### config.mk
export PLATFORM = sky130hd
export DESIGN_NAME = line_input_assembler_unit
export DESIGN_NICKNAME = d
export VERILOG_FILES = /design/src/sv/lia_pkg.sv /design/src/sv/lia_ram.sv /design/src/sv/lia_front.sv /design/src/sv/lia_queue.sv /design/src/sv/lia_back.sv /design/src/sv/line_input_assembler_unit.sv
export SDC_FILE = /design/constraint.sdc
export NUM_CORES = 1
export LEC_CHECK = 0
export ABC_CLOCK_PERIOD_IN_PS = 3200
export BUFFER_PORTS_ARGS = -buffer_cell sky130_fd_sc_hd__buf_2
export CORE_MARGIN = 3
export CORE_UTILIZATION = 30
export CTS_CLUSTER_SIZE = 28
export DETAILED_ROUTE_END_ITERATION = 12
export GPL_ROUTABILITY_DRIVEN = 1
export GPL_TIMING_DRIVEN = 1
export PLACE_DENSITY = 0.42
export SLEW_MARGIN = 40
export SYNTH_ARGS = -nofsm -noshare
export SYNTH_HDL_FRONTEND = slang
export SYNTH_SLANG_ARGS = --single-unit
### constraint.sdc
create_clock -name clk -period 3.2 [get_ports clk]
set_input_delay 0.64 -clock clk [delete_from_list [all_inputs] [get_ports clk]]
set_output_delay 0.64 -clock clk [all_outputs]
set_load 0.01 [all_outputs]
### src/sv/lia_pkg.sv
// ----------------------------------------------------------------------------
// lia_pkg
// Shared types and constants of the line input assembler.
// ----------------------------------------------------------------------------
package lia_pkg;

  // Request kinds
  typedef enum logic [1:0] {
    FUNC_BYTE    = 2'd0,
    FUNC_RELEASE = 2'd1,
    FUNC_READ    = 2'd2,
    FUNC_NONE    = 2'd3
  } lia_func_t;

  // Characters
  localparam logic [7:0] CHAR_LF  = 8'd10;
  localparam logic [7:0] CHAR_CR  = 8'd13;
  localparam logic [7:0] CHAR_DEL = 8'd127;
  localparam logic [7:0] CHAR_N   = 8'h6E;
  localparam logic [7:0] CHAR_R   = 8'h72;

  // Line store geometry
  localparam int STORE_DEPTH = 32;
  localparam int ADDR_W      = 5;
  localparam int LEN_W       = 5;
  localparam logic [LEN_W-1:0] LEN_CAP = 5'd31;

  // Command queue between front and back
  localparam int QDEPTH = 4;
  localparam int QPTR_W = 2;
  localparam int QCNT_W = 3;

  // One classified request with its resolved result bytes
  typedef struct packed {
    logic             pair;
    logic [7:0]       byte0;
    logic [7:0]       byte1;
    logic             ready;
    logic [LEN_W-1:0] len;
  } lia_cmd_t;

  // Queue status seen by the front and back
  typedef struct packed {
    logic              nonempty;
    logic [QCNT_W-1:0] count;
  } lia_qstat_t;

endpackage

### src/sv/lia_ram.sv
// ----------------------------------------------------------------------------
// lia_ram
// Generic single write, single read RAM with registered read data.
// ----------------------------------------------------------------------------
module lia_ram #(
  parameter int WIDTH = 8,
  parameter int DEPTH = 32
) (
  input  logic                     clk,
  input  logic                     we,
  input  logic [$clog2(DEPTH)-1:0] waddr,
  input  logic [WIDTH-1:0]         wdata,
  input  logic [$clog2(DEPTH)-1:0] raddr,
  output logic [WIDTH-1:0]         rdata
);

  logic [WIDTH-1:0] mem [DEPTH];

  // Write, then register the read word
  always_ff @(posedge clk) begin
    if (we) begin
      mem[waddr] <= wdata;
    end
    rdata <= mem[raddr];
  end

endmodule

### src/sv/lia_front.sv
// ----------------------------------------------------------------------------
// lia_front
// Accepts requests, keeps the line state, writes and reads the line store and
// hands one classified command per result-producing request to the queue.
// ----------------------------------------------------------------------------
module lia_front import lia_pkg::*; #(
  parameter int MAX_LEN = 31
) (
  input  logic              clk,
  input  logic              rst,
  input  logic              push,
  output logic              full,
  input  logic [1:0]        func,
  input  logic [7:0]        rx_byte,
  input  logic [ADDR_W-1:0] read_index,
  input  lia_qstat_t        qstat,
  output logic              q_push,
  output lia_cmd_t          q_data
);

  localparam logic [LEN_W-1:0] ROOM =
    (MAX_LEN > 31) ? LEN_CAP : LEN_W'(MAX_LEN);

  logic [LEN_W-1:0] fill_count, fill_count_next;
  logic [LEN_W-1:0] stored_length, stored_length_next;
  logic             pending_flag, pending_flag_next;

  logic             s1_valid, s1_valid_next;
  logic             s1_is_read, s1_is_read_next;
  lia_cmd_t         s1_cmd, s1_cmd_next;

  logic             accept;
  logic             ram_we;
  logic [7:0]       ram_wdata;
  logic [7:0]       ram_rdata;
  logic [QCNT_W:0]  occupancy;

  // Hold back new requests once queued plus in-flight commands fill the queue
  assign occupancy = {1'b0, qstat.count} + {{QCNT_W{1'b0}}, s1_valid};
  assign full      = (occupancy >= (QCNT_W+1)'(QDEPTH));
  assign accept    = push && !full;

  // Classify the request and work out the next line state
  always_comb begin
    fill_count_next    = fill_count;
    stored_length_next = stored_length;
    pending_flag_next  = pending_flag;
    s1_valid_next      = 1'b0;
    s1_is_read_next    = 1'b0;
    s1_cmd_next        = '0;
    ram_we             = 1'b0;
    ram_wdata          = rx_byte;
    if (accept) begin
      case (lia_func_t'(func))
        FUNC_BYTE: begin
          if (pending_flag) begin
            s1_valid_next     = 1'b1;
            s1_cmd_next.pair  = 1'b1;
            s1_cmd_next.byte0 = CHAR_N;
            s1_cmd_next.byte1 = CHAR_R;
          end else begin
            case (rx_byte) inside
              CHAR_LF, CHAR_CR: begin
                ram_we             = 1'b1;
                ram_wdata          = 8'd0;
                stored_length_next = fill_count;
                fill_count_next    = '0;
                pending_flag_next  = 1'b1;
                s1_valid_next      = 1'b1;
                s1_cmd_next.pair   = 1'b1;
                s1_cmd_next.byte0  = CHAR_LF;
                s1_cmd_next.byte1  = CHAR_CR;
              end
              CHAR_DEL: begin
                if (fill_count != '0) begin
                  fill_count_next = fill_count - LEN_W'(1);
                end
              end
              default: begin
                if (fill_count < ROOM) begin
                  ram_we            = 1'b1;
                  fill_count_next   = fill_count + LEN_W'(1);
                  s1_valid_next     = 1'b1;
                  s1_cmd_next.byte0 = rx_byte;
                end
              end
            endcase
          end
        end
        FUNC_RELEASE: begin
          pending_flag_next = 1'b0;
          s1_valid_next     = 1'b1;
        end
        FUNC_READ: begin
          s1_valid_next   = 1'b1;
          s1_is_read_next = 1'b1;
        end
        default: begin
        end
      endcase
    end
    s1_cmd_next.ready = pending_flag_next;
    s1_cmd_next.len   = stored_length_next;
  end

  // Line state and the command stage that waits on the read data
  always_ff @(posedge clk) begin
    if (rst) begin
      fill_count    <= '0;
      stored_length <= '0;
      pending_flag  <= 1'b0;
      s1_valid      <= 1'b0;
    end else begin
      fill_count    <= fill_count_next;
      stored_length <= stored_length_next;
      pending_flag  <= pending_flag_next;
      s1_valid      <= s1_valid_next;
    end
    s1_is_read <= s1_is_read_next;
    s1_cmd     <= s1_cmd_next;
  end

  lia_ram #(
    .WIDTH(8),
    .DEPTH(STORE_DEPTH)
  ) u_store (
    .clk  (clk),
    .we   (ram_we),
    .waddr(fill_count),
    .wdata(ram_wdata),
    .raddr(read_index),
    .rdata(ram_rdata)
  );

  // Resolve the stored byte for a read and pass the command on
  always_comb begin
    q_push = s1_valid;
    q_data = s1_cmd;
    if (s1_is_read) begin
      q_data.byte0 = ram_rdata;
    end
  end

endmodule

### src/sv/lia_queue.sv
// ----------------------------------------------------------------------------
// lia_queue
// Short command queue that decouples the front from the result sequencer.
// ----------------------------------------------------------------------------
module lia_queue import lia_pkg::*; (
  input  logic       clk,
  input  logic       rst,
  input  logic       q_push,
  input  lia_cmd_t   q_data,
  input  logic       q_pop,
  output lia_cmd_t   q_head,
  output lia_qstat_t qstat
);

  lia_cmd_t          entries [QDEPTH];
  logic [QPTR_W-1:0] wr_ptr;
  logic [QPTR_W-1:0] rd_ptr;
  logic [QCNT_W-1:0] count;
  logic              do_pop;

  assign do_pop         = q_pop && (count != '0);
  assign q_head         = entries[rd_ptr];
  assign qstat.nonempty = (count != '0);
  assign qstat.count    = count;

  // Store pushed commands
  always_ff @(posedge clk) begin
    if (q_push) begin
      entries[wr_ptr] <= q_data;
    end
  end

  // Advance the pointers and the count
  always_ff @(posedge clk) begin
    if (rst) begin
      wr_ptr <= '0;
      rd_ptr <= '0;
      count  <= '0;
    end else begin
      if (q_push) begin
        wr_ptr <= wr_ptr + QPTR_W'(1);
      end
      if (do_pop) begin
        rd_ptr <= rd_ptr + QPTR_W'(1);
      end
      case ({q_push, do_pop})
        2'b10:   count <= count + QCNT_W'(1);
        2'b01:   count <= count - QCNT_W'(1);
        default: count <= count;
      endcase
    end
  end

endmodule

### src/sv/lia_back.sv
// ----------------------------------------------------------------------------
// lia_back
// Result sequencer: turns each queued command into one or two results and
// presents them through an output register.
// ----------------------------------------------------------------------------
module lia_back import lia_pkg::*; (
  input  logic             clk,
  input  logic             rst,
  input  lia_cmd_t         q_head,
  input  lia_qstat_t       qstat,
  output logic             q_pop,
  output logic             empty,
  input  logic             pop,
  output logic [7:0]       out_byte,
  output logic             out_last,
  output logic             line_ready,
  output logic [LEN_W-1:0] line_length
);

  logic             out_valid, out_valid_next;
  logic             sec_pending, sec_pending_next;
  logic [7:0]       sec_byte;
  logic             sec_ready;
  logic [LEN_W-1:0] sec_len;
  logic             load;

  assign empty = !out_valid;
  assign load  = !out_valid || pop;
  assign q_pop = load && !sec_pending && qstat.nonempty;

  // Pick what the output register takes next
  always_comb begin
    out_valid_next   = out_valid;
    sec_pending_next = sec_pending;
    if (load) begin
      if (sec_pending) begin
        out_valid_next   = 1'b1;
        sec_pending_next = 1'b0;
      end else if (qstat.nonempty) begin
        out_valid_next   = 1'b1;
        sec_pending_next = q_head.pair;
      end else begin
        out_valid_next = 1'b0;
      end
    end
  end

  // Control registers
  always_ff @(posedge clk) begin
    if (rst) begin
      out_valid   <= 1'b0;
      sec_pending <= 1'b0;
    end else begin
      out_valid   <= out_valid_next;
      sec_pending <= sec_pending_next;
    end
  end

  // Output and second-result payload
  always_ff @(posedge clk) begin
    if (load) begin
      if (sec_pending) begin
        out_byte    <= sec_byte;
        out_last    <= 1'b1;
        line_ready  <= sec_ready;
        line_length <= sec_len;
      end else if (qstat.nonempty) begin
        out_byte    <= q_head.byte0;
        out_last    <= !q_head.pair;
        line_ready  <= q_head.ready;
        line_length <= q_head.len;
        sec_byte    <= q_head.byte1;
        sec_ready   <= q_head.ready;
        sec_len     <= q_head.len;
      end
    end
  end

endmodule

### src/sv/line_input_assembler_unit.sv
// ----------------------------------------------------------------------------
// line_input_assembler_unit
// Serial line editor: collects received bytes into a 32-byte line store,
// echoes them, and answers release and read requests.
// ----------------------------------------------------------------------------
// A request is accepted in any cycle in which full is low, including while
// results wait at the output; each result passes through the read stage,
// the command queue and the output register. The output register hands out
// one result per cycle while pop is high. A stored byte, a release or a read
// produces one result and an echoed line end or a refused byte ('n','r')
// produces two; deletes, dropped bytes and the unused request code produce
// nothing. A four-entry command queue sits between the request side and the
// result side; full rises once queued commands plus the read stage fill it.
// No clearing pass follows reset: the line store holds unknown data until
// written, and reading such an entry returns an undefined byte.
module line_input_assembler_unit import lia_pkg::*; #(
  parameter int MAX_LEN = 31
) (
  input  logic             clk,
  input  logic             rst,
  input  logic             push,
  output logic             full,
  input  logic [1:0]       func,
  input  logic [7:0]       rx_byte,
  input  logic [4:0]       read_index,
  output logic             empty,
  input  logic             pop,
  output logic [7:0]       out_byte,
  output logic             out_last,
  output logic             line_ready,
  output logic [LEN_W-1:0] line_length
);

  lia_qstat_t qstat;
  lia_cmd_t   q_data;
  lia_cmd_t   q_head;
  logic       q_push;
  logic       q_pop;

  lia_front #(
    .MAX_LEN(MAX_LEN)
  ) u_front (
    .clk       (clk),
    .rst       (rst),
    .push      (push),
    .full      (full),
    .func      (func),
    .rx_byte   (rx_byte),
    .read_index(read_index),
    .qstat     (qstat),
    .q_push    (q_push),
    .q_data    (q_data)
  );

  lia_queue u_queue (
    .clk   (clk),
    .rst   (rst),
    .q_push(q_push),
    .q_data(q_data),
    .q_pop (q_pop),
    .q_head(q_head),
    .qstat (qstat)
  );

  lia_back u_back (
    .clk        (clk),
    .rst        (rst),
    .q_head     (q_head),
    .qstat      (qstat),
    .q_pop      (q_pop),
    .empty      (empty),
    .pop        (pop),
    .out_byte   (out_byte),
    .out_last   (out_last),
    .line_ready (line_ready),
    .line_length(line_length)
  );

endmodule

## After elaboration in Yosys (flattened, before gate mapping)

Memories as Yosys holds them, arrays and structs flattened. A register that Yosys moved wholly into a read port is not among the register bits.
Index checks and enable logic that the tools add are counted.

| word-level totals | value |
|---|---|
| register bits after elaboration | 74 |
| memory bits (writable) | 348 |
| bits of input ports | 19 |
| output and inout bits | 17 |
| logic and storage cells | 121 |
| memories | 2 |

| operators by class | value |
|---|---|
| $add $sub $neg | 7 |
| magnitude comparators | 2 |
| equality and inequality tests | 8 |
| muxes and demuxes | 49 |
| bitwise operators | 5 |
| reductions and logical operators | 24 |

Memory list:

| memory | words | bits a word | read ports | clocked after Yosys merged registers in | wr ports | RTL line | text |
|---|---|---|---|---|---|---|---|
| u_front.u_store.mem | 32 | 8 | 1 | 1 | 1 | lia_ram.sv:17 | `logic [WIDTH-1:0] mem [DEPTH];` |
| u_queue.entries | 4 | 23 | 1 | 1 | 1 | lia_queue.sv:15 | `lia_cmd_t entries [QDEPTH];` |

Operators with widths:

| kind | count |
|---|---|
| two-way mux 8 bit | 10 |
| two-way mux 5 bit | 10 |
| two-way mux 1 bit | 22 |
| two-way mux 17 bit | 1 |
| == test 8 x 4 -> 1 bit, second input constant | 2 |
| == test 8 x 7 -> 1 bit, second input constant | 1 |
| OR reduction 7 bit | 1 |
| case mux 3 bit (2 select lines) | 1 |
| nonzero test 3 bit | 2 |
| OR reduction 2 bit | 3 |
| adder 5 x 1 -> 5 bit, second input constant | 1 |
| less-than comparator 5 bit, second input constant | 1 |
| inverter 1 bit | 5 |
| AND reduction 5 bit | 1 |
| nonzero test 5 bit | 1 |
| subtractor 5 x 1 -> 5 bit, second input constant | 1 |
| adder 2 x 1 -> 2 bit, second input constant | 2 |
| adder 3 x 1 -> 4 bit | 1 |
| == test 2 x 1 -> 1 bit, second input constant | 2 |
| == test 2 bit, second input constant | 2 |
| >= comparator 4 x 3 -> 1 bit, second input constant | 1 |
| logical AND 1 bit | 4 |
| zero test 1 bit | 4 |
| two-way mux 2 bit | 2 |
| other kinds (11) | 14 |

## Logic depth before layout (Yosys ltp)

Gate-level depths: netlist of the first run.

| logic depth | value |
|---|---|
| depth after elaboration | 9 |
| mapped depth | 9 |
| depth with buffers taken out | 9 |

## Cells and area by module

A second synthesis of the first run with hierarchy kept.

| unflattened totals | value |
|---|---|
| cells, all modules | 814 |
| area total of the unflattened synthesis | 16654.7 um2 |

Modules (own cells, without submodules):

| module | instances | cells each | area each (um2) |
|---|---|---|---|
| lia_ram | 1 | 417 | 10053.4 |
| lia_queue | 1 | 167 | 3796.1 |
| lia_front | 1 | 170 | 1606.5 |
| lia_back | 1 | 60 | 1198.6 |

## Worst setup path before layout of the first run

OpenSTA, ideal clock, no wires.

| path | value |
|---|---|
| kind | input to register |
| from | in rx_byte[5] |
| to | mem u_front.u_store.mem[31][0] (enable) |
| data arrival time | 2.402 ns |
| required time | 2.817 ns |
| slack | 0.414 ns |
| stages | 5 |
| buffers on the path | 1 |
| cells stage by stage | or4b_4 -> a211oi_4 -> nand2_2 -> buf_6 -> nor3_1 |

| between the ends | value |
|---|---|
| cells in the longest elaborated chain, start to end | 8 |
| elaborated cells on any way between the ends | 11 |
| those cells by class | eq/ne (3); mux (7); reduce/logical (1) |

RTL lines:

| element | RTL line | text |
|---|---|---|
| start: declaration | line_input_assembler_unit.sv:24 | `input logic [7:0] rx_byte,` |
| == test 8 x 7 -> 1 bit (no line) or == test 8 x 4 -> 1 bit (tied branches) | -- |  |
| two-way mux 1 bit or OR reduction 2 bit (tied branches) | lia_front.sv:62 | `case (rx_byte) inside` |
| two-way mux 1 bit * | lia_front.sv:62 |  |
| two-way mux 1 bit * | lia_front.sv:56 | `if (pending_flag) begin` |
| two-way mux 1 bit * | lia_front.sv:54 | `case (lia_func_t'(func))` |
| two-way mux 1 bit * | lia_front.sv:53 | `if (accept) begin` |
| two-way mux 1 bit * | lia_ram.sv:21 | `if (we) begin` |
| two-way mux 1 bit (implied by the code) * | lia_ram.sv:22 | `mem[waddr] <= wdata;` |
| end: declaration | lia_ram.sv:17 |  |

Every way passes the cells marked *; elsewhere a longest branch is shown, timed or not.

## Final worst setup path of the first run

| path | value |
|---|---|
| from | reg u_queue.count[0] |
| to | mem u_front.u_store.mem[19][7] (enable) |

| between the ends | value |
|---|---|
| cells in the longest elaborated chain, start to end | 7 |

RTL lines:

| element | RTL line | text |
|---|---|---|
| start: declaration | lia_queue.sv:18 | `logic [QCNT_W-1:0] count;` |
| start signal: assignment | lia_queue.sv:47 | `2'b10: count <= count + QCNT_W'(1);` |
| start signal: assignment | lia_queue.sv:48 | `2'b01: count <= count - QCNT_W'(1);` |
| start signal: assignment | lia_queue.sv:49 | `default: count <= count;` |
| adder 3 x 1 -> 4 bit | lia_front.sv:39 | `assign occupancy = {1'b0, qstat.count} + {{QCNT_W{1'b0}}, s1_valid};` |
| >= comparator 4 x 3 -> 1 bit | lia_front.sv:40 | `assign full = (occupancy >= (QCNT_W+1)'(QDEPTH));` |
| zero test 1 bit | lia_front.sv:41 | `assign accept = push && !full;` |
| logical AND 1 bit | lia_front.sv:41 |  |
| two-way mux 1 bit | lia_front.sv:53 |  |
| two-way mux 1 bit | lia_ram.sv:21 |  |
| two-way mux 1 bit (implied by the code) | lia_ram.sv:22 |  |

No other way between the ends.

==> results of run 1 <==
-- flip-flops by register name, indices dropped and copies added, names as in the netlist, 3 cells and up, named ones only --
name	flops
u_front.u_store.mem	256
u_queue.entries	68
u_front.q_data	9
u_back.out_byte	8
u_front.s1_cmd	8
u_front.u_store.rdata	8
u_back.line_length	5
u_back.sec_len	5
u_front.fill_count	5
u_front.stored_length	5
u_queue.count	3
-- stage by stage --
| stage | setup WS, ns | hold slack, ns | total power, mW | utilization | instances |
|---|---|---|---|---|---|
| 2_1_floorplan | 0.414 | 0.438 | 6.90 | - | 778 |
| 5_1_grt | 0.462 | 0.360 | 12.6 | 0.361 | 1597 |
| 6_report | 0.698 | 0.376 | 12.0 | 0.361 | 1598 |
| 3_3_place_gp | 0.316 | 0.460 | 7.38 | 0.333 | 1515 |
| 4_1_cts | 0.615 | 0.329 | 12.3 | 0.360 | 1597 |
| 3_5_place_dp | 0.328 | 0.455 | 7.38 | 0.333 | 1515 |
-- Yosys cell counts, types with 3 or more instances --
cell type	instances	area, sq um
mux2_2	15	169
mux4_2	89	2000
buf_4	4	30.0
clkbuf_1	19	71.3
mux2i_1	19	190
o21a_1	8	60.1
buf_2	9	45.0
and2_1	10	62.6
inv_1	21	78.8
or3_1	4	25.0
buf_1	8	30.0
nor2_1	50	188
mux2_4	4	60.1
a21o_1	5	37.5
edfxtp_1	347	10400
nand2_1	10	37.5
o211a_1	3	30.0
dfxtp_1	49	981
nor2b_4	4	55.1
nor2b_1	6	37.5
a21oi_1	7	35.0
a22oi_1	9	67.6
nor3_1	8	40.0
ha_1	12	150
and3_1	4	25.0
nand3_1	6	30.0
o21ai_0	9	45.0
xnor2_1	5	43.8
nand3b_1	5	37.5
a31oi_1	4	25.0
-- cell families (layout without fill, tap and decap cells) --
group,count (synthesis),count (layout)
buffers and inverters,62,209
muxes,127,127
xor gates and xnor gates,7,7
and+or+nand+nor,122,122
other,0,1
DFF,396,396
adders and majority gates,14,14
AOI/OAI and AO/OA,50,50
-- worst reg2reg max path, stage by stage (launching register included) --
cell      delay [ns]
dfxtp_1         0.36
a31oi_1         0.47
nand4b_1        0.29
or3_1           0.70
nor2_1          0.19
buf_4           0.19
-- layout make-up --
type	instances	area (sq um)
inverter	21	78.8
antenna	1	2.50
multi-input combinational	320	3700
sequential	396	11400
clock inverter	22	163
tap	672	841
fill	4703	32200
timing repair buffer	106	761
clock buffer	60	1220
-- how the worst max path moves through the flow --
| stage | from | end | slack [ns] | cells after the start |
|---|---|---|---|---|
| 5_1_grt | u_front.q_push | u_front.u_store.mem[19][7] | 0.46 | 5 |
| 4_1_cts | u_queue.count[0] | u_front.u_store.mem[19][7] | 0.61 | 5 |
| 3_3_place_gp | rx_byte[5] | u_front.u_store.mem[7][4] | 0.32 | 7 |
| 6_report | u_queue.count[0] | u_front.u_store.mem[19][7] | 0.70 | 5 |
| 3_5_place_dp | rx_byte[5] | u_front.u_store.mem[27][7] | 0.33 | 7 |
| 2_1_floorplan | rx_byte[5] | u_front.u_store.mem[31][0] | 0.41 | 5 |
-- routing by layer --
| layer | vias to the layer above | GRT usage | routed length [um] |
|---|---|---|---|
| met2 | 151 | 0.207 | 16100 |
| li1 | 3332 | - | - |
| met4 | 2 | 0.0418 | 847 |
| met3 | 57 | 0.0245 | 1610 |
| met1 | 3786 | 0.178 | 15500 |
| met5 | - | 0 | 19 |
-- power breakdown --
part	internal (mW)	switching, mW
Combinational	0.514	0.683
Clock	2.84	1.98
Sequential	5.94	0.0844
Total	9.29	2.75
==> impl_metrics.tcl, run 1 <==
set metrics [dict create \
    stdcell_area_sq_um 18200 \
    first_pass_iters 6 \
    cp-start-kind "flip-flop" \
    ys_seq_elements 396 \
    num_vias 7328 \
    synth-simple-area-share 0.0432 \
    numCtsBuffers 46 \
    arrival_ns 2.75 \
    die_h_um 232 \
    path_delay_family "simple AND/OR/NAND/NOR gates" \
    finalCriticalPeriod_ns 2.50 \
    hold_path_depth 2 \
    seq_area_frac_synth 0.742 \
    start_util 0.305 \
    power_leakage_nw 6.05 \
    skew_ns 0.0276 \
    syn-num-nets 811 \
    crit_fanout 8 \
    synth_compound_area_frac 0.0231 \
    rsz0062_at_grt "no" \
    ys.warnings.count 0 \
    status "finished clean" \
    routedWlPerCell_um 21.3 \
    grt_antenna_before_repair 2 \
    synth-main-ff-cell "edfxtp_1" \
    ys_async_sr_fraction 0 \
    ir_worst_vdd_mv 0.322 \
    drv_slew 0 \
    clockRootBuffer "clkbuf_16" \
    dieArea_sq_um 53900 \
    regToRegEndpoint "u_front.u_store.mem[19][7]" \
    syn_inst 778 \
    worstSetupPathType "reg2reg" \
    gp_congestion 0.733 \
    htree_num_levels 2 \
    synth.mux.area_fraction 0.158 \
    worstMarginPinSlew_ns 0.725 \
    syn2layout_area_growth_pct 18.3 \
    wl_um 34000 \
    ff2ff_setup_slack_ns 0.70 \
    finalHoldViolCount 0 \
    drt_iter0_markers 441 \
    grt.overflow.total 0 \
    grt_max_degree 34 \
    fin_tns_setup_ns 0 \
    synth_xor_area_frac 0.00399 \
    final_nets 924 \
    path_clk_slew_ns 0.05 \
    drv_cap 0 \
    cts.sinks 396 \
    max_stage_delay_ns 0.69 \
    io_buffers 35 \
    dpl.hpwl_um 22000 \
    yosys.cell_types.count 50 \
    insertion_delay_ns 0.56 \
    via_per_inst 4.59 \
    min_path_type "in2reg" \
    clk_path_buf_depth 3 \
    crit_path_end_kind "flip-flop" \
    reg2reg_from "u_queue.count[0]" \
    reg2regPathDepth 5 \
    hold_path_end "u_front.s1_cmd[17]" \
    p_per_area_nw_per_um2 663 \
    postPlaceCellArea_sq_um 16800 \
    tritoncts "built" \
    most-common-layout-cells "edfxtp_1 (347), mux4_2 (89), buf_4 (68), nor2_1 (50), dfxtp_1 (49)" \
    syn_area_sq_um 15400 \
    hp-start "rx_byte[3]" \
    hold_buffers 0 \
    core_region_area_sq_um 50400 \
    post-route-period-util 0.782 \
    cts_resized 0 \
    die_w_um 232 \
    critical_path.slowest_cell "or3_1" \
    drtAntennaViolNets 0 \
    path_buf_inv 1 \
    syn_area_per_cell_sq_um 19.7 \
    grt_pass1_vias 7780 \
    grt_first_pass_wirelength_um 51400 \
    drive_gt1_frac 0.305 \
    cts_setup_buffers 0 \
    io_pins 36 \
    synth_edf_count 347 \
    drcViolationCount 0 \
    grt_use_total 0.129 \
    num_rows 82 \
    required_ns 3.45 \
    synth_top_family_by_area "multiplexers" \
    relSlewSlack 0.517 \
    fmax_ghz 0.400 \
    final_common_cell "edfxtp_1" \
    setup_violations 0 \
    synth_fa_ha_area_frac 0.0124 \
    path_cells "a31oi_1 > nand4b_1 > or3_1 > nor2_1 > buf_4" \
]
Power figures use the tool's default switching activity.
==> run 2: changes to the inputs <==
--- a/config.mk
+++ b/config.mk
@@ -5,7 +5,7 @@
 export SDC_FILE = /design/constraint.sdc
 export NUM_CORES = 1
 export LEC_CHECK = 0
-export ABC_CLOCK_PERIOD_IN_PS = 3200
+export ABC_CLOCK_PERIOD_IN_PS = 2200
 export BUFFER_PORTS_ARGS = -buffer_cell sky130_fd_sc_hd__buf_2
 export CORE_MARGIN = 3
 export CORE_UTILIZATION = 30
@@ -13,7 +13,7 @@
 export DETAILED_ROUTE_END_ITERATION = 12
 export GPL_ROUTABILITY_DRIVEN = 1
 export GPL_TIMING_DRIVEN = 1
-export PLACE_DENSITY = 0.42
+export PLACE_DENSITY = 0.44
 export SLEW_MARGIN = 40
 export SYNTH_ARGS = -nofsm -noshare
 export SYNTH_HDL_FRONTEND = slang
==> constraint.sdc (replaced) <==
create_clock -name clk -period 2.2 [get_ports clk]
set_input_delay 0.44 -clock clk [delete_from_list [all_inputs] [get_ports clk]]
set_output_delay 0.44 -clock clk [all_outputs]
set_load 0.01 [all_outputs]
==> run 2 against run 1 <==
Net effect:
- via count is 3.0% higher
- non-clock buffer count is 51 higher
- routed wire length is 0.43% higher
- sequential power is 46% higher
- worst hold slack worse by 0.20 ns
- register-to-register slack worse by 0.62 ns
- cell count is 3.1% higher
- clock-buffer cell count is 4 lower
- design area is 3.1% higher
- highest routed layer is now met4
==> impl_metrics.tcl, run 2 (synthesized netlist as in run 1, its figures left out) <==
set metrics [dict create \
    status "finished clean" \
    cts.sinks 396 \
    required_ns 2.70 \
    min_path_type "in2reg" \
    final_common_cell "edfxtp_1" \
    hold_buffers 0 \
    largest_reg_flops 256 \
    setup_violations 0 \
    wl_um 34200 \
    drt_iter0_markers 457 \
    p_per_area_nw_per_um2 930 \
    most-common-layout-cells "edfxtp_1 (347), buf_4 (105), mux4_2 (89), dfxtp_1 (49), clkbuf_16 (45)" \
    grt_antenna_before_repair 2 \
    io_buffers 35 \
    rsz0062_at_grt "yes" \
    grt_use_total 0.130 \
    clk_path_buf_depth 3 \
    arrival_ns 2.62 \
    worstSetupPathType "reg2reg" \
    crit_top_cell "nor3_1" \
    insertion_delay_ns 0.57 \
    syn2layout_area_growth_pct 22.0 \
    cts_setup_buffers 0 \
    grt.overflow.total 0 \
    start_util 0.305 \
    via_per_inst 4.58 \
    seq_area_sq_um 11400 \
    gp_congestion 0.739 \
    worst_slack_ns 0.0816 \
    core_region_area_sq_um 50400 \
    drv_cap 0 \
    multi_input_area_sq_um 3780 \
    num_vias 7545 \
    first_pass_iters 4 \
    skew_ns 0.0209 \
    grt_pass1_vias 8081 \
    routedWlPerCell_um 20.8 \
    drive_gt1_frac 0.359 \
    finalCriticalPeriod_ns 2.12 \
    grt_first_pass_wirelength_um 51800 \
    finalHoldViolCount 0 \
    dp_cells 1566 \
    drv_slew 0 \
    place_ws_ns -0.400 \
    die_w_um 232 \
    cp-start-kind "flip-flop" \
    final_nets 973 \
    final_cells 1647 \
    numCtsBuffers 44 \
    grt_max_degree 34 \
    fmax_ghz 0.472 \
    num-fill-cells 4616 \
    clockRootBuffer "clkbuf_16" \
    path_cells "buf_4 > nor3_1 > nor3_1 > ha_1 > fa_1 > xnor2_1 > or3_1 > a21oi_1" \
    max_stage_delay_ns 0.38 \
    crit_fanout 4 \
    tritoncts "built" \
    drtAntennaViolNets 0 \
    die_h_um 232 \
    path_buf_inv 1 \
    crit_path_end_kind "flip-flop" \
    relSlewSlack 0.460 \
    num_rows 82 \
    path_delay_family "simple AND/OR/NAND/NOR gates" \
    worstMarginPinSlew_ns 0.803 \
    dpl.hpwl_um 22600 \
    power_leakage_nw 6.33 \
    regMostFlops "u_front.u_store.mem" \
    post-route-period-util 0.963 \
    dieArea_sq_um 53900 \
    path_clk_slew_ns 0.05 \
    io_pins 36 \
    htree_num_levels 2 \
    critical_path.slowest_cell "fa_1" \
    ir_worst_vdd_mv 0.534 \
    drcViolationCount 0 \
]
## run 2: where the power goes
| group | leakage (nW) | switching (mW) | internal [mW] | total, mW |
|---|---|---|---|---|
| registers | 3.51 | 0.124 | 8.63 | 8.76 |
| clock network | 0.632 | 2.87 | 3.87 | 6.74 |
| logic | 2.19 | 1.03 | 0.895 | 1.93 |
## run 2: worst paths after layout
kind	endpoint	startpoint	cells after the start	slack, ns
worst min-delay path	u_front.s1_is_read	push	2	0.18
worst max-delay path	u_queue.count[2]	u_queue.count[0]	8	0.08
worst max register to register	u_queue.count[2]	u_queue.count[0]	8	0.08
worst min register to register	u_front.q_data[0]	u_front.stored_length[0]	1	0.47
## run 2: worst reg2reg max path: stages (launching register included)
cell	delay, ns
dfxtp_1	0.32
buf_4	0.15
nor3_1	0.26
nor3_1	0.12
ha_1	0.23
fa_1	0.38
xnor2_1	0.14
or3_1	0.30
a21oi_1	0.14
## run 2: through the flow
stage	hold slack, ns	power (mW)	instance area (sq um)	setup TNS [ns]	utilization
after floorplan	0.438	10.0	15400	-11.81	-
after global placement	0.457	10.9	17400	-72.01	0.346
after detailed placement	0.454	10.9	17400	-80.34	0.346
after CTS	0.143	17.8	18700	0	0.372
after global routing	0.184	18.2	18700	-0.0201	0.372
final	0.177	17.4	18700	0	0.372
## run 2: cell type report
type / count / area share
Multi-Input combinational cell: 320 / 0.202
Inverter: 21 / 0.00434
Clock buffer: 56 / 0.0623
Clock inverter: 24 / 0.00795
Timing Repair Buffer: 157 / 0.0704
Tap cell: 672 / 0.0449
Sequential cell: 396 / 0.608
Antenna cell: 1 / 0.000134
## run 2: routing by layer
| metal | vias to the layer above | global-route usage | share of wire |
|---|---|---|---|
| met3 | 49 | 0.0286 | 0.040 |
| met1 | 3932 | 0.173 | 0.45 |
| met5 | - | 0 | 0 |
| li1 | 3438 | - | - |
| met2 | 126 | 0.216 | 0.49 |
| met4 | 0 | 0.0335 | 0.020 |
## run 2: timing repair
item,in CTS,in global routing
pin swaps,0,2
gates resized for setup,1,1
setup endpoints to repair,12,14
